### config.mk
export PLATFORM = sky130hd
export DESIGN_NAME = ttps_ctrl
export DESIGN_NICKNAME = d
export VERILOG_FILES = /design/src/transposition_table_probe_store_defines.svh /design/src/ttps_pkg.sv /design/src/ttps_ctrl.sv
export SDC_FILE = /design/constraint.sdc
export NUM_CORES = 1
export LEC_CHECK = 0
export CAP_MARGIN = 15
export CORE_AREA = 2 2 39 41
export CTS_BUF_LIST = sky130_fd_sc_hd__clkbuf_8
export CTS_CLUSTER_SIZE = 12
export DETAILED_ROUTE_END_ITERATION = 10
export DIE_AREA = 0 0 41 43
export DONT_BUFFER_PORTS = 1
export PLACE_DENSITY_LB_ADDON = 0.08
export SLEW_MARGIN = 20
export SYNTH_ARGS = -nofsm -noshare
export SYNTH_HDL_FRONTEND = slang
export SYNTH_SLANG_ARGS = --single-unit
### constraint.sdc
create_clock -name clk -period 1.5 [get_ports clk]
set_input_delay 0.3 -clock clk [delete_from_list [all_inputs] [get_ports clk]]
set_output_delay 0.3 -clock clk [all_outputs]
set_load 0.02 [all_outputs]
### src/transposition_table_probe_store_defines.svh
// Assertion macros for the transposition table probe store.
// Included by the top level; no other dependencies.
`ifndef TRANSPOSITION_TABLE_PROBE_STORE_DEFINES_SVH
`define TRANSPOSITION_TABLE_PROBE_STORE_DEFINES_SVH

`ifndef SYNTH
`define TTPS_ASSERT(lbl, clk, rst_n, prop, msg) \
  lbl: assert property (@(posedge clk) disable iff (!rst_n) prop) else $error(msg);
`define TTPS_ASSERT_ALWAYS(lbl, clk, prop, msg) \
  lbl: assert property (@(posedge clk) prop) else $error(msg);
`else
`define TTPS_ASSERT(lbl, clk, rst_n, prop, msg)
`define TTPS_ASSERT_ALWAYS(lbl, clk, prop, msg)
`endif

`endif

### src/ttps_pkg.sv
// Shared types and constants for the transposition table probe store.
// No dependencies.
`default_nettype none

package ttps_pkg;

  typedef enum logic [1:0] {
    KIND_PROBE     = 2'd0,
    KIND_RECORD    = 2'd1,
    KIND_CLEAR     = 2'd2,
    KIND_OCCUPANCY = 2'd3
  } kind_t;

  typedef enum logic [1:0] {
    STAT_MISS = 2'd0,
    STAT_CUT  = 2'd1,
    STAT_MOVE = 2'd2,
    STAT_DONE = 2'd3
  } status_t;

  localparam logic [1:0] FLAG_EXACT = 2'd0;
  localparam logic [1:0] FLAG_UPPER = 2'd1;
  localparam logic [1:0] FLAG_LOWER = 2'd2;

  localparam int KEY_W          = 64;
  localparam int PERMILLE_SCALE = 1000;
  localparam logic [14:0] MATE_THR_RESET = 15'd29000;

  localparam logic signed [16:0] SAT_MAX = 17'sd32767;
  localparam logic signed [16:0] SAT_MIN = -17'sd32768;

  // entry payload, 41 bits
  typedef struct packed {
    logic [15:0]        move;
    logic [6:0]         depth;
    logic [1:0]         flag;
    logic signed [15:0] score;
  } payload_t;

  typedef struct packed {
    logic capture;      // latch item, issue table read
    logic sweep_start;  // clear op accepted
    logic sweep_step;   // zero one entry
    logic commit;       // finish item, load result register
  } ttps_cmd_t;

  typedef struct packed {
    logic sweep_last;
  } ttps_stat_t;

  function automatic logic signed [15:0] sat16(input logic signed [16:0] v);
    logic signed [15:0] r;
    if (v > SAT_MAX) begin
      r = 16'sh7FFF;
    end else if (v < SAT_MIN) begin
      r = 16'sh8000;
    end else begin
      r = v[15:0];
    end
    return r;
  endfunction

endpackage

`default_nettype wire

### src/ttps_ctrl.sv
// Controller FSM: handshakes, sweep sequencing and result register valid.
// Depends on ttps_pkg.
`default_nettype none

module ttps_ctrl
  import ttps_pkg::*;
(
  input  wire logic       clk,
  input  wire logic       rst_n,
  input  wire logic       in_valid,
  output logic            in_ready,
  input  wire logic [1:0] in_kind,
  output logic            out_valid,
  input  wire logic       out_ready,
  input  wire ttps_stat_t stat,
  output ttps_cmd_t       cmd
);

  typedef enum logic [1:0] {
    S_SWEEP,
    S_IDLE,
    S_EXEC
  } state_t;

  state_t state_r;
  logic   init_r;
  logic   out_valid_r;
  logic   accept;
  logic   slot_free;
  logic   is_clear;

  always_comb begin
    is_clear        = (kind_t'(in_kind) == KIND_CLEAR);
    accept          = (state_r == S_IDLE) && in_valid;
    slot_free       = !out_valid_r || out_ready;
    cmd.capture     = accept;
    cmd.sweep_start = accept && is_clear;
    cmd.sweep_step  = (state_r == S_SWEEP);
    cmd.commit      = (state_r == S_EXEC) && slot_free;
  end

  assign in_ready  = (state_r == S_IDLE);
  assign out_valid = out_valid_r;

  always_ff @(posedge clk) begin
    if (!rst_n) begin
      state_r     <= S_SWEEP;
      init_r      <= 1'b1;
      out_valid_r <= 1'b0;
    end else begin
      out_valid_r <= cmd.commit | (out_valid_r & ~out_ready);
      unique case (state_r)
        S_SWEEP: begin
          if (stat.sweep_last) begin
            // power-up pass gives no result; a clear op does
            state_r <= init_r ? S_IDLE : S_EXEC;
            init_r  <= 1'b0;
          end
        end
        S_IDLE: begin
          if (accept) begin
            state_r <= is_clear ? S_SWEEP : S_EXEC;
          end
        end
        S_EXEC: begin
          if (slot_free) begin
            state_r <= S_IDLE;
          end
        end
        default: state_r <= S_IDLE;
      endcase
    end
  end

endmodule

`default_nettype wire

==> results of run 1 <==
[worst register-to-register path, cell delays in order, from the launching register on]
cell and delay (ps):
dfxtp_1 450, nor2b_2 210, a22oi_1 90, o32ai_1 200
[worst paths after layout]
path | to | slack [ps]
max | cmd[2] | 50
min | state_r[1]$_SDFFE_PN0P_ | 240
max reg2reg | state_r[1]$_SDFFE_PN0P_ | 450
min reg2reg | state_r[0]$_SDFFE_PN0P_ | 490
[final cells by class]
cell class                 instances  share of cell area [%]
multi-input combinational         20                    44.9
sequential                         4                    28.0
clock buffer                       3                    14.0
tap                               16                    6.78
timing repair buffer               1                    3.81
inverter                           2                    2.54
[flip-flops by register name, summed over array words and instances (netlist names)]
| register | cells |
|---|---|
| out_valid | 1 |
| state_r | 2 |
| init_r | 1 |
[power by group]
part	leakage, uW	switching [uW]	total (uW)	internal (uW)
logic	0.0000711	39.3	63.4	24.1
registers	0.0000337	13.6	132	118
clock network	0.0000216	59.7	231	172
[synthesized netlist by cell type]
cell type,number,share of area [%]
nor2b_2,1,4.1
nor2_1,3,5.3
dfxtp_1,4,37
o22ai_1,1,2.9
buf_4,1,3.5
nand2_1,2,3.5
o32ai_1,1,4.1
nor2b_1,1,2.9
nand3_1,1,2.3
nor2_2,1,2.9
a21oi_1,2,4.7
nand2b_1,3,8.8
and2b_2,1,4.1
nand2_2,1,2.9
a21o_1,1,3.5
inv_1,2,3.5
a22oi_1,1,3.5
[cell families after synthesis]
| group | after synthesis | share of synthesized area (%) |
|---|---|---|
| AND/OR/NAND/NOR | 14 | 36.8 |
| flip-flops | 4 | 37.4 |
| AO/OA/AOI/OAI | 6 | 18.7 |
| buffers and inverters | 3 | 7.02 |
[through the flow]
step	instances	hold slack [ps]	worst slack (ps)	instance area (sq um)	power, uW
after floorplan	27	449	200	214	181
after global placement	43	468	212	234	190
after detailed placement	43	469	201	234	189
after CTS	46	233	11.2	278	425
after global routing	46	242	1.21	295	444
final	46	236	49.9	295	426
[placed cells by master, fill, tap and decap left out]
cell	synthesis	layout
buf_6	0	1
nor2_2	1	1
nor2b_1	1	1
nand2_1	2	2
and2b_4	0	1
dfxtp_2	0	2
nor2_4	0	1
nor2b_2	1	1
nor2_1	3	2
clkbuf_8	0	3
inv_1	2	2
o22ai_1	1	1
a22oi_1	1	1
dfxtp_1	4	2
a21o_1	1	1
o32ai_1	1	1
nand3_1	1	1
a21oi_1	2	2
nand2b_1	3	3
nand2_4	0	1
[what timing repair did]
item / CTS / global route
setup endpoints to repair: 1 / 1
gates resized for setup: 2 / 5
pin swaps: 0 / 1
[per-layer routing]
metal | vias to the layer above | wire length, um | global-route usage [%] | share of wire (%)
li1 | 96 | - | - | -
met1 | 91 | 191 | 7.40 | 36
met2 | 9 | 269 | 8.13 | 50
met3 | 2 | 69 | 3.66 | 13
met4 | 0 | 4 | 10.0 | 0.75
met5 | - | 0 | 0 | 0
==> results.cfg, run 1 <==
[clocking]
clk_path_buf_depth = 2
cts_buffers = 3
root_buffer = clkbuf_8
cts_num_sinks = 4
clk_latency_ps = 220
post_cts_buffers = 0
path_clk_slew_ps = 30
hold_buffers = 0
ctsHtreeMaxLevel = 1
cts_tree = yes

[sta]
period_minus_slack_ps = 1450
tightest_slew_ps = 399
max_clock_freq_ghz = 0.690
rsz0062_at_grt = false
setup_viol = 0
fin_crit_sh_pct = 96.7
hold_viol = 0
fin_setup_tns_ps = 0
slew_viol_final = 0
fin_skew_ps = 0.190
maxSlewHeadroom_pct = 73.3

[critical_path]
critPathCaptureType = output port
required_ps = 1200
path_cells = and2b_4 > nand2_4 > nor2_4 > buf_6
reg2reg_from = out_valid$_SDFF_PN0_
r2r_cells = 3
critPathLaunchType = register
critPathBufInv = 1
critical_path_depth = 4
worstPathMaxFanout = 6
slowest_delay_ps = 340
path_class = register to output port
crit_slowest_cell = dfxtp_2
cp.arrival_ps = 1150
crit_start = state_r[1]$_SDFFE_PN0P_
crit_family = simple AND/OR/NAND/NOR gates

[final_layout]
n_antenna_cell = 0
multi_input_area_sq_um = 133
n_fill_cell = 155
finalCoreUtilization_pct = 21.3
drive_above_1_share_pct = 36.7
final_nets = 39
syn_to_final_growth_pct = 38.0
ff_latch_area_sq_um = 82.6

[logic_synthesis]
ys_seq_elements = 4
syn-num-nets = 34
yosysWarnings = 0
syn-cell-area_sq_um = 214
synthDistinctLibCells = 17
synth_seq_area_share_pct = 37.4
synth_area_per_cell_sq_um = 7.92
synthCells = 27

[drt]
via_count = 198
ant_nets = 0
routedWlPerCell_um = 11.6
firstDrtPassIters = 4
drc = 0
drt_first_iter_violations = 8
drt-total-wl_um = 534
vias_per_cell = 4.30

[floorplan]
coreArea_sq_um = 1380
die_w_um = 41
die_area_sq_um = 1760
die-height_um = 43
rows = 14
initial_core_util_pct = 15.5
io-pin-count = 13

[grt]
grt_usage_pct = 7.13
antenna_found_initial = 0
grt_overflow = 0
grt_pass1_wl_um = 710
grt_max_degree = 7
grt_pass1_vias = 163

[worst_hold_path]
min_path_type = input port to register
min-delay-start = rst_n
holdPathStages = 2

[power_and_ir_drop]
ir_drop_v = 0.000275
power_density_nw_per_um2 = 1440
leakage_uw = 0.000126

[place]
port_buffers = 0
routabilityCongestion = 0.570

[run]
maxCapViolCount = 0

[status]
status = finished clean
Note: power is estimated with default switching activity, not from simulation.
==> run 2: changes to the inputs <==
--- a/config.mk
+++ b/config.mk
@@ -5,13 +5,16 @@
 export SDC_FILE = /design/constraint.sdc
 export NUM_CORES = 1
 export LEC_CHECK = 0
+export ABC_AREA = 1
 export CAP_MARGIN = 15
 export CORE_AREA = 2 2 39 41
 export CTS_BUF_LIST = sky130_fd_sc_hd__clkbuf_8
+export CTS_CLUSTER_DIAMETER = 30
 export CTS_CLUSTER_SIZE = 12
 export DETAILED_ROUTE_END_ITERATION = 10
 export DIE_AREA = 0 0 41 43
 export DONT_BUFFER_PORTS = 1
+export GPL_ROUTABILITY_DRIVEN = 0
 export PLACE_DENSITY_LB_ADDON = 0.08
 export SLEW_MARGIN = 20
 export SYNTH_ARGS = -nofsm -noshare
==> run 2 against run 1 <==
  * Sequential power increased by 27%
  * Synthesized cell count increased by 63%
  * Sequential share of layout area decreased by 3.4 points
  * Critical endpoint unchanged
  * Total power increased by 48%
  * Largest power group is now combinational cells
  * First-iteration DRC count decreased by 50%
==> results.cfg, run 2 <==
[clocking]
clk_latency_ps = 210
path_clk_slew_ps = 30
cts_buffers = 3
cts_tree = yes
ctsHtreeMaxLevel = 1
hold_buffers = 0
post_cts_buffers = 0
cts_resized = 0
clk_path_buf_depth = 2
cts_num_sinks = 4
root_buffer = clkbuf_8

[floorplan]
io-pin-count = 13
rows = 14
die-height_um = 43
coreArea_sq_um = 1380
die_w_um = 41
die_area_sq_um = 1760
initial_core_util_pct = 18.6

[critical_path]
critPathLaunchType = register
path_class = register to output port
worstPathMaxFanout = 4
required_ps = 1200
rr_endpoint = state_r[1]$_SDFFE_PN0P_
ff2ff_setup_slack_ps = 480
crit_end = cmd[2]
critPathCaptureType = output port
crit_start = state_r[1]$_SDFFE_PN0P_
r2r_cells = 7
cp.arrival_ps = 1100
reg2reg_from = out_valid$_SDFF_PN0_

[logic_synthesis]
syn-cell-area_sq_um = 258
synth_area_per_cell_sq_um = 5.86
synth_top_area_share_pct = 31.1
synth.top_cells.by_count = nand2_1 (9), inv_1 (7), nor2_1 (7)
netlist_top_cells_area = dfxtp_1 (31%), nand2_1 (13%), inv_1 (10%)
synthCells = 44
async_flop_share_pct = 0
synthDistinctLibCells = 12
synth_flop_cell = dfxtp_1
syn-num-nets = 51
synth_top_area_cell = dfxtp_1
yosysWarnings = 0
synthMostInstantiatedCell = nand2_1
ys_seq_elements = 4
synth-edff-count = 0
synth_seq_area_share_pct = 31.1

[place]
hpwl_um = 514
port_buffers = 0

[sta]
rsz0062_at_grt = false
period_minus_slack_ps = 1400
slew_viol_final = 0
tightest_slew_ps = 378
fin_skew_ps = 2.06
fin_crit_sh_pct = 93.3
max_clock_freq_ghz = 0.715
fin_setup_tns_ps = 0
hold_viol = 0
setup_viol = 0
maxSlewHeadroom_pct = 74.7

[drt]
vias_per_cell = 3.94
drt_first_iter_violations = 4
via_count = 252
routedWlPerCell_um = 9.02
ant_nets = 0
firstDrtPassIters = 2
drc = 0
drt-total-wl_um = 577

[final_layout]
final_common_cell = nand2_1
layout_common_cells = nand2_1 (9), nor2_1 (7), inv_1 (7)
drive_above_1_share_pct = 29.2
n_fill_cell = 169
largest_reg_flops = 2
final_nets = 57
finalCoreUtilization_pct = 23.6
syn_to_final_growth_pct = 26.7
n_antenna_cell = 0
largest-register = state_r

[power_and_ir_drop]
p_sw_share_pct = 38.3
pwr-share-comb_pct = 38.9
fin_total_pwr_uw = 631
cellInternalPower_uw = 390
clock_power_share_pct = 34.7
p_seq_share_pct = 26.4
p_switching_uw = 242
leakage_uw = 0.000191
power_density_nw_per_um2 = 1930
ir_drop_v = 0.000457

[grt]
antenna_found_initial = 0
grt_usage_pct = 8.33
grt_pass1_vias = 249
grt_overflow = 0
grt_max_degree = 5
grt_pass1_wl_um = 931

[worst_hold_path]
min_path_type = input port to register

[status]
status = finished clean

[run]
maxCapViolCount = 0
## run 2: power groups by stage
stage,clock [uW],sequential (uW),combinational (uW)
after detailed placement,0,169,249
final,219,167,246
after floorplan,0,163,203
after global routing,237,170,280
after global placement,0,168,253
after CTS,230,167,250
## run 2: worst min-delay path by stage
stage,startpoint,endpoint,cells past startpoint
after global routing,rst_n,init_r$_SDFFE_PN1P_,1
after detailed placement,rst_n,init_r$_SDFFE_PN1P_,1
after CTS,rst_n,init_r$_SDFFE_PN1P_,1
after global placement,rst_n,init_r$_SDFFE_PN1P_,1
final,rst_n,init_r$_SDFFE_PN1P_,1
after floorplan,rst_n,init_r$_SDFFE_PN1P_,1
## run 2: cell families after synthesis
kind of cell / count (synthesis) / share of synthesized area (%)
flops: 4 / 31.1
compound gates: 2 / 4.37
buf+inv: 12 / 18.9
simple gates: 26 / 45.6
## run 2: stage by stage
| step | instance area, sq um | std cells | hold slack (ps) | setup slack (ps) |
|---|---|---|---|---|
| floorplan | 258 | 44 | 369 | 354 |
| global placement | 285 | 61 | 377 | 324 |
| detailed placement | 285 | 61 | 374 | 317 |
| CTS | 327 | 64 | 148 | 87.6 |
| global route | 327 | 64 | 175 | 12.3 |
| finish | 327 | 64 | 154 | 101 |
## run 2: area by class of cell
cell class	instances	area [sq um]	area share (%)
multi-input combinational	28	129	39.5
sequential	4	80.1	24.5
clock buffer	3	41.3	12.6
inverter	11	41.3	12.6
tap	16	20.0	6.13
timing repair buffer	2	15.0	4.60
## run 2: per-layer routing
metal | track usage, % | part of all wire, % | vias up
met5 | 0 | 0 | -
li1 | - | - | 138
met1 | 9.00 | 42 | 107
met2 | 11.3 | 50 | 7
met4 | 10.0 | 0 | 0
met3 | 2.09 | 7.8 | 0
## run 2: critical path: stages, from the launching register on
cell and delay [ps]:
dfxtp_1 330, inv_2 90, nand2_2 70, nor2_1 120
and3_1 280
==> run 3: changes to the inputs <==
--- a/config.mk
+++ b/config.mk
@@ -15,7 +15,7 @@
 export DIE_AREA = 0 0 41 43
 export DONT_BUFFER_PORTS = 1
 export GPL_ROUTABILITY_DRIVEN = 0
-export PLACE_DENSITY_LB_ADDON = 0.08
+export RECOVER_POWER = 50
 export SLEW_MARGIN = 20
 export SYNTH_ARGS = -nofsm -noshare
 export SYNTH_HDL_FRONTEND = slang
==> run 3 against run 2 <==
  * Critical endpoint unchanged
  * Register-to-register slack got worse by 50 ps
  * Total power fell by 1.5%
  * Clock skew rose by 1.0 ps
  * Non-clock buffer count did not move
  * Critical path depth did not move
  * Core utilization fell by 0.45 points
  * Critical path type unchanged
  * Largest power group unchanged
  * Die area did not move
  * First-iteration DRC count fell by 100%
  * Setup slack improved by 14 ps
==> results.cfg, run 3 (synthesis results as in run 2) <==
[status]
status = finished clean

[sta]
period_minus_slack_ps = 1390
slew_viol_final = 0
fin_setup_tns_ps = 0
setup_viol = 0
hold_viol = 0
fin_crit_sh_pct = 92.4
max_clock_freq_ghz = 0.722
tightest_slew_ps = 381
maxSlewHeadroom_pct = 74.5
fin_skew_ps = 3.06
rsz0062_at_grt = false

[final_layout]
largest-register = state_r
syn_to_final_growth_pct = 24.3
largest_reg_flops = 2
n_antenna_cell = 0
layout_common_cells = nand2_1 (10), nor2_1 (7), inv_1 (7)
final_nets = 57
final_common_cell = nand2_1
drive_above_1_share_pct = 25.0

[run]
maxCapViolCount = 0

[drt]
vias_per_cell = 4.05
via_count = 259
drt-total-wl_um = 538
drt_first_iter_violations = 0
drc = 0
ant_nets = 0
routedWlPerCell_um = 8.41
firstDrtPassIters = 1

[floorplan]
io-pin-count = 13
die_area_sq_um = 1760
die-height_um = 43
initial_core_util_pct = 18.6
rows = 14
coreArea_sq_um = 1380
die_w_um = 41

[power_and_ir_drop]
power_density_nw_per_um2 = 1940
ir_drop_v = 0.000532
fin_total_pwr_uw = 622
leakage_uw = 0.000187

[critical_path]
required_ps = 1200
critPathBufInv = 1
path_cells = inv_2 > nand2_2 > nor2_1 > and3_1
worstPathMaxFanout = 4
cp.arrival_ps = 1090
crit_family = simple AND/OR/NAND/NOR gates
slowest_delay_ps = 330
path_class = register to output port
critPathLaunchType = register
crit_slowest_cell = dfxtp_1
critPathCaptureType = output port

[clocking]
cts_tree = yes
cts_resized = 0
ctsHtreeMaxLevel = 1
root_buffer = clkbuf_8
path_clk_slew_ps = 30
cts_buffers = 3
cts_num_sinks = 4
clk_latency_ps = 220
hold_buffers = 0
clk_path_buf_depth = 2
post_cts_buffers = 0

[grt]
grt_usage_pct = 8.03
grt_max_degree = 5
grt_pass1_vias = 225
antenna_found_initial = 0
grt_overflow = 0
grt_pass1_wl_um = 828

[place]
hpwl_um = 464
port_buffers = 0

[worst_hold_path]
min_path_type = input port to register
## run 3: changes by cell type in the layout (fill, tap and decap cells not counted), sizes merged
| cell | delta |
|---|---|
| buf | -1 |
| clkbuf | +1 |
## run 3: power by group
| part | switching (uW) | leakage, uW | internal, uW |
|---|---|---|---|
| Sequential | 31.0 | 0.0000332 | 135 |
| Clock | 52.8 | 0.0000216 | 171 |
| Combinational | 159 | 0.000132 | 73.5 |
## run 3: path summary, 6_finish.rpt
| path | start | end | slack, ps | cells after the start |
|---|---|---|---|---|
| max reg2reg | state_r[1]$_SDFFE_PN0P_ | init_r$_SDFFE_PN1P_ | 430 | 5 |
| min reg2reg | init_r$_SDFFE_PN1P_ | init_r$_SDFFE_PN1P_ | 440 | 2 |
| max | state_r[1]$_SDFFE_PN0P_ | cmd[2] | 110 | 4 |
| min | rst_n | init_r$_SDFFE_PN1P_ | 160 | 1 |
## run 3: routing by layer
layer  track usage, %  vias up  wire, um
li1                 -      136         -
met1             6.43      108       181
met2             10.6       11       256
met3             5.76        4        71
met4             10.0        0        29
met5                0        -         0
## run 3: cell type report
type | count | area [sq um]
repair buffers | 2 | 11.3
fillers | 158 | 1060
multi-input cells | 28 | 126
inverters | 11 | 41.3
clock buffers | 3 | 41.3
well taps | 16 | 20.0
flip-flops and latches | 4 | 80.1
## run 3: stage by stage
step / hold slack, ps / area [sq um] / utilization (%) / worst slack, ps / std cells
final: 158 / 320 / 23.1 / 115 / 64
after global routing: 175 / 320 / 23.1 / 39.1 / 64
after CTS: 158 / 327 / 23.6 / 97.2 / 64
after detailed placement: 378 / 285 / 20.6 / 328 / 61
after global placement: 371 / 285 / 20.6 / 323 / 61
after floorplan: 369 / 258 / - / 354 / 44
